==> src/rtl/core/fcbl_pkg.sv <==
// Package for the count- and byte-limited FIFO cache.
// Holds the store depth, derived widths, payload structs and register indexes.
// No dependencies.
package fcbl_pkg;

  localparam int DEPTH   = 32;
  localparam int CNT_W   = $clog2(DEPTH + 1);
  localparam int LIM_W   = (CNT_W > 6) ? CNT_W : 6;
  localparam int BYTES_W = 32 + CNT_W;

  localparam logic [0:0] REG_MAX_ENTRIES = 1'b0;
  localparam logic [0:0] REG_MAX_BYTES   = 1'b1;

  typedef struct packed {
    logic [31:0] key;
    logic [31:0] item_bytes;
  } item_t;

  typedef struct packed {
    logic        evicted_valid;
    logic [31:0] evicted_key;
    logic        last;
  } result_t;

  typedef struct packed {
    logic shift;
    logic load;
  } cell_ctl_t;

endpackage

==> src/rtl/core/fifo_cache_count_byte_limited_top.sv <==
// Top level of the count- and byte-limited FIFO cache: control, limits, counters.
// Depends on fcbl_pkg and fcbl_chain.
//
//   channel   handshake           payload
//   input     start / busy        item   (key, item_bytes)
//   result    done (strobe)       result (evicted_valid, evicted_key, last)
//   config    cfg_we              cfg_index, cfg_data
//
// An item with no eviction passes the insert, then one limit check.
// Each eviction adds one more limit check, and an insert into a full store a
// pop first; the cell chain pops one item per cycle from its oldest end.
// Each result is registered and leaves in the cycle after the check that decides its last flag.
// Reset empties the store and sets max_entries to 32 and max_bytes to all ones.
// Results cannot be stalled; busy drops in the cycle that carries the last one.
module fifo_cache_count_byte_limited_top
  import fcbl_pkg::*;
(
  input  logic        clk,
  input  logic        rst,
  input  logic        start,
  output logic        busy,
  input  item_t       item,
  input  logic        cfg_we,
  input  logic [0:0]  cfg_index,
  input  logic [31:0] cfg_data,
  output logic        done,
  output result_t     result
);

  typedef enum logic [1:0] {
    IDLE,
    INSERT,
    EVICT
  } state_t;

  state_t             state;
  logic [5:0]         max_entries;
  logic [31:0]        max_bytes;
  logic [CNT_W-1:0]   count;
  logic [BYTES_W-1:0] bytes;
  item_t              pend;
  logic               held_v;
  logic [31:0]        held_key;

  logic [LIM_W-1:0]   limit;
  logic               accept;
  logic               full;
  logic               need;
  logic               shift;
  logic               load;
  item_t              new_entry;
  item_t              oldest;

  assign busy   = (state != IDLE);
  assign accept = start && (state == IDLE);
  assign full   = (count == CNT_W'(DEPTH));
  assign limit  = (LIM_W'(max_entries) > LIM_W'(DEPTH)) ? LIM_W'(DEPTH)
                                                         : LIM_W'(max_entries);
  assign need   = (count != '0) &&
                  ((LIM_W'(count) > limit) || (bytes > BYTES_W'(max_bytes)));

  // Chain control: pop on a full insert or an eviction, load at the tail.
  assign shift     = (accept && full) || (state == EVICT && need);
  assign load      = (accept && !full) || (state == INSERT);
  assign new_entry = (state == INSERT) ? pend : item;

  fcbl_chain u_chain (
    .clk       (clk),
    .shift     (shift),
    .load      (load),
    .load_sel  (count),
    .new_entry (new_entry),
    .oldest    (oldest)
  );

  always_ff @(posedge clk) begin
    if (rst) begin
      max_entries <= 6'd32;
      max_bytes   <= '1;
    end else if (cfg_we) begin
      case (cfg_index)
        REG_MAX_ENTRIES: max_entries <= cfg_data[5:0];
        REG_MAX_BYTES:   max_bytes   <= cfg_data;
        default:         ;
      endcase
    end
  end

  always_ff @(posedge clk) begin
    if (rst) begin
      state  <= IDLE;
      count  <= '0;
      bytes  <= '0;
      held_v <= 1'b0;
      done   <= 1'b0;
      result <= '0;
    end else begin
      case (state)
        IDLE: begin
          done <= 1'b0;
          if (accept) begin
            if (full) begin
              // store full: pop the oldest first, insert next cycle
              pend     <= item;
              held_key <= oldest.key;
              held_v   <= 1'b1;
              count    <= count - CNT_W'(1);
              bytes    <= bytes - BYTES_W'(oldest.item_bytes);
              state    <= INSERT;
            end else begin
              held_v <= 1'b0;
              count  <= count + CNT_W'(1);
              bytes  <= bytes + BYTES_W'(item.item_bytes);
              state  <= EVICT;
            end
          end
        end
        INSERT: begin
          done  <= 1'b0;
          count <= count + CNT_W'(1);
          bytes <= bytes + BYTES_W'(pend.item_bytes);
          state <= EVICT;
        end
        EVICT: begin
          if (need) begin
            // hold this key until we know whether another pop follows
            done <= held_v;
            if (held_v) begin
              result.evicted_valid <= 1'b1;
              result.evicted_key   <= held_key;
              result.last          <= 1'b0;
            end
            held_key <= oldest.key;
            held_v   <= 1'b1;
            count    <= count - CNT_W'(1);
            bytes    <= bytes - BYTES_W'(oldest.item_bytes);
          end else begin
            done                 <= 1'b1;
            result.evicted_valid <= held_v;
            result.evicted_key   <= held_v ? held_key : 32'd0;
            result.last          <= 1'b1;
            held_v               <= 1'b0;
            state                <= IDLE;
          end
        end
        default: begin
          done  <= 1'b0;
          state <= IDLE;
        end
      endcase
    end
  end

endmodule

==> src/rtl/core/fcbl_cell.sv <==
// One storage cell of the FIFO chain: holds a key and its byte size.
// Loads a new item or takes its newer neighbor's item on a shift.
// Depends on fcbl_pkg.
module fcbl_cell
  import fcbl_pkg::*;
(
  input  logic      clk,
  input  cell_ctl_t ctl,
  input  item_t     new_entry,
  input  item_t     next_entry,
  output item_t     entry
);

  always_ff @(posedge clk) begin
    if (ctl.load) begin
      entry <= new_entry;
    end else if (ctl.shift) begin
      entry <= next_entry;
    end
  end

endmodule

==> src/rtl/core/fcbl_chain.sv <==
// Row of DEPTH cells, oldest item in cell 0, newest at cell count-1.
// A shift moves every item one cell toward the oldest end.
// Depends on fcbl_pkg and fcbl_cell.
module fcbl_chain
  import fcbl_pkg::*;
(
  input  logic             clk,
  input  logic             shift,
  input  logic             load,
  input  logic [CNT_W-1:0] load_sel,
  input  item_t            new_entry,
  output item_t            oldest
);

  item_t entries [DEPTH];

  for (genvar i = 0; i < DEPTH; i++) begin : g_cell
    cell_ctl_t ctl;
    item_t     next_entry;

    assign ctl.shift = shift;
    assign ctl.load  = load && (load_sel == CNT_W'(i));

    if (i == DEPTH - 1) begin : g_tail
      assign next_entry = entries[i];
    end else begin : g_mid
      assign next_entry = entries[i + 1];
    end

    fcbl_cell u_cell (
      .clk        (clk),
      .ctl        (ctl),
      .new_entry  (new_entry),
      .next_entry (next_entry),
      .entry      (entries[i])
    );
  end

  assign oldest = entries[0];

endmodule

==> config.mk <==
export PLATFORM = sky130hd
export DESIGN_NAME = fifo_cache_count_byte_limited_top
export DESIGN_NICKNAME = d
export VERILOG_FILES = /design/src/rtl/core/fcbl_pkg.sv /design/src/rtl/core/fifo_cache_count_byte_limited_top.sv /design/src/rtl/core/fcbl_cell.sv /design/src/rtl/core/fcbl_chain.sv
export SDC_FILE = /design/constraint.sdc
export NUM_CORES = 2
export LEC_CHECK = 0
export BUFFER_PORTS_ARGS = -buffer_cell sky130_fd_sc_hd__clkbuf_2
export CAP_MARGIN = 20
export CELL_PAD_IN_SITES_DETAIL_PLACEMENT = 2
export CELL_PAD_IN_SITES_GLOBAL_PLACEMENT = 2
export CORE_MARGIN = 1.5
export CORE_UTILIZATION = 39
export CTS_CLUSTER_SIZE = 30
export DETAILED_ROUTE_END_ITERATION = 8
export PLACE_DENSITY_LB_ADDON = 0.1
export SYNTH_ARGS = -nofsm -noshare
export SYNTH_HDL_FRONTEND = slang
export SYNTH_SLANG_ARGS = --single-unit
==> constraint.sdc <==
create_clock -name clk -period 6.59 [get_ports clk]
set_input_delay 1.318 -clock clk [delete_from_list [all_inputs] [get_ports clk]]
set_output_delay 1.318 -clock clk [all_outputs]
set_load 0.02 [all_outputs]
==> qor.txt <==
status - finished, final reports clean
Final setup viols - 0
Slew @ Worst Pin - 1.125 ns
Core ar. - 248400 um^2
vias in the first global route - 71520
synth warn - 0
Cells after Synth - 8536
Critical Path RT - 6.99 ns
Top-Level Pins - 137
Vias - 64980
Post-synth EDFFs - 2144
hpwl dp - 180100 um
Post-CTS Setup Inserts - 0
root buf cell - clkbuf_16
Final Cycle Share - 74.69%
CP arrival - 5.33 ns
first-pass iteration count of the detailed router - 8
GP Congestion - 0.8749
placed cell area - 101700 um^2
# rows - 183
chip width - 502.9 um
area delta synth->final - 12.81%
TNS Setup - 0 ns
CP Capture Type - flip-flop
Leak Pwr - 0.04193 uW
RSZ-0062 raised after global routing - false
Seq/Total Area, Yosys - 68.54%
most common cell after layout, fill and taps aside - edfxtp_1
Max-Cap Viols - 0
M3 GR Usage - 2.508%
drt initial violations - 3749
Die H - 502.9 um
Final min period - 4.922 ns
Pwr Total - 54580 uW
synthesized area - 97440 um^2
initial core utilization - 39.22%
CTS Sinks - 2264
worst-path fanout max - 64
TritonCTS Buffers - 275
Synth async-reset ratio - 0%
fin area - 109900 um^2
max_slew headroom - 24.61%
post-synthesis sequential element count - 2264
clock skew - 0.07622 ns
Crit Path Class - flip-flop to flip-flop
worst min path class - flip-flop to flip-flop
share of layout cells above drive strength 1 - 9.141%
Critical Path Source Type - flip-flop
M2 GR Usage - 38.89%
clock transition at the registers of the reported paths - 0.06 ns
top_reg_cell synth - edfxtp_1
first-pass GRT wire length - 426600 um
DIE AREA - 252900 um^2
vias per cell - 5.470
Max VDD drop - 0.3718 mV
highest-count cells in the layout ignoring fill and taps - edfxtp_1, nand2_1, o21ai_0
TritonCTS clock tree - built
fmax - 0.2032 GHz
final WL - 275200 um
Syn Nets - 8783
FILL cells - 24880
GRT Resource Usage Total - 21.65%
Routed Antenna Nets - 0
initial antenna violation count - 13
nets@finish - 8610
Worst-Skew Late Latency - 0.92 ns
max-slew violations - 0
CTS H-tree depth - 5
maximum buffer depth of the clock tree - 4
largest net degree at the start of global routing - 129
DRC viols - 0
synth unique cells - 90
gr ovfl total - 0
PwrDens - 496.5 nW/um^2
GR peak layer - met2
Hold Buf Count CTS - 0
Buffers on Ports - 136
routed length per placed instance - 23.16 um
M1 GR Usage - 27.37%
final hold vios - 0
CTS resizes - 0
Avg Cell Area, Syn - 11.42 um^2
final timing paths:
kind | startpoint | to | slack [ns] | depth (start not counted)
setup / recovery | bytes[12]$_SDFFE_PP0P_ | u_chain.g_cell[12].u_cell.entry[29]$_DFFE_PP_ | 1.67 | 11
hold / removal | u_chain.g_cell[0].u_cell.entry[61]$_DFFE_PP_ | held_key[29]$_DFFE_PP_ | 0.42 | 0
setup reg to reg | bytes[12]$_SDFFE_PP0P_ | u_chain.g_cell[12].u_cell.entry[29]$_DFFE_PP_ | 1.67 | 11
hold reg to reg | u_chain.g_cell[0].u_cell.entry[61]$_DFFE_PP_ | held_key[29]$_DFFE_PP_ | 0.42 | 0
power breakdown:
group | total (uW) | internal, uW | switching [uW]
combinational | 14100 | 3860 | 10200
sequential | 26500 | 24600 | 1820
clock | 14100 | 8210 | 5850
final cells by class:
class / count / area, um^2 / share of cell area (%)
sequential: 2264 / 66780 / 60.75
multi-input combinational: 5390 / 28410 / 25.85
clock buffer: 364 / 7372 / 6.707
tap: 3330 / 4167 / 3.790
timing repair buffer: 273 / 1861 / 1.693
clock inverter: 94 / 718.2 / 0.6534
inverter: 159 / 596.8 / 0.5429
antenna: 6 / 15.01 / 0.01366
metrics by stage:
step                worst slack [ns]  utilization [%]  cells  hold WS (ns)
finish                         1.668            44.25  11880        0.4197
global route                   1.428            44.25  11880        0.4289
CTS                            1.647            44.19  11870        0.4205
detailed placement             1.507            40.93  11410        0.4066
global placement               1.559            40.92  11410        0.4043
floorplan                      1.518                -   8536        0.4003
sequential cells by signal, summed over array words and instances (netlist names):
register / cells
u_chain.g_cell.u_cell.entry: 2048
pend: 64
bytes: 38
result: 34
held_key: 32
max_bytes: 32
count: 6
max_entries: 6
state: 2
done: 1
held_v: 1
layer usage:
layer  wire, um  vias up
met5         20        -
met4       6901        4
met3       7228      425
met2     140100      822
met1     120900    33550
li1           -    30180
cells in the mapped netlist, types with 18 or more instances:
cell type  number  area share (%)
edfxtp_1     2144              66
o21ai_0      1989              10
a21oi_1       226             1.2
dfxtp_1       120             2.5
buf_1          32            0.12
a211o_1        34            0.31
buf_2         144            0.74
nand2_1      2118             8.2
clkbuf_1      544             2.1
a22o_1         21            0.19
nand2b_1       21            0.13
a211oi_1       42            0.32
nor2_1        193            0.74
xor2_1         36            0.32
a21o_1         44            0.34
and3_1         43            0.28
nand3_1        49            0.25
nand4_1        25            0.16
o21bai_1       18            0.14
a31oi_1        18            0.12
inv_1         159            0.61
nor2b_1        25            0.16
mux2i_1        71            0.73
nor3_1         33            0.17
ha_1          143             1.8
xnor2_1        48            0.43
worst max-delay path, stage by stage (launching register included):
cell       delay, ns
dfxtp_1         0.46
ha_1            0.32
a21o_1          0.19
a2111oi_1       0.55
nor4_1          0.16
o31a_1          0.29
o31a_1          0.29
o21a_1          0.20
and2_1          0.22
nor2b_4         0.77
buf_4           0.40
nand2_4         0.54
kinds of logic after synthesis:
family          after synthesis  synth area share (%)
simple gates               2560                 10.48
compound gates             2529                 14.00
flops                      2264                 68.54
buf+inv                     882                 3.602
fa+ha+maj                   146                 1.898
xor+xnor                     84                0.7550
mux                          71                0.7293
No activity file was read; power rests on OpenSTA's default activity.
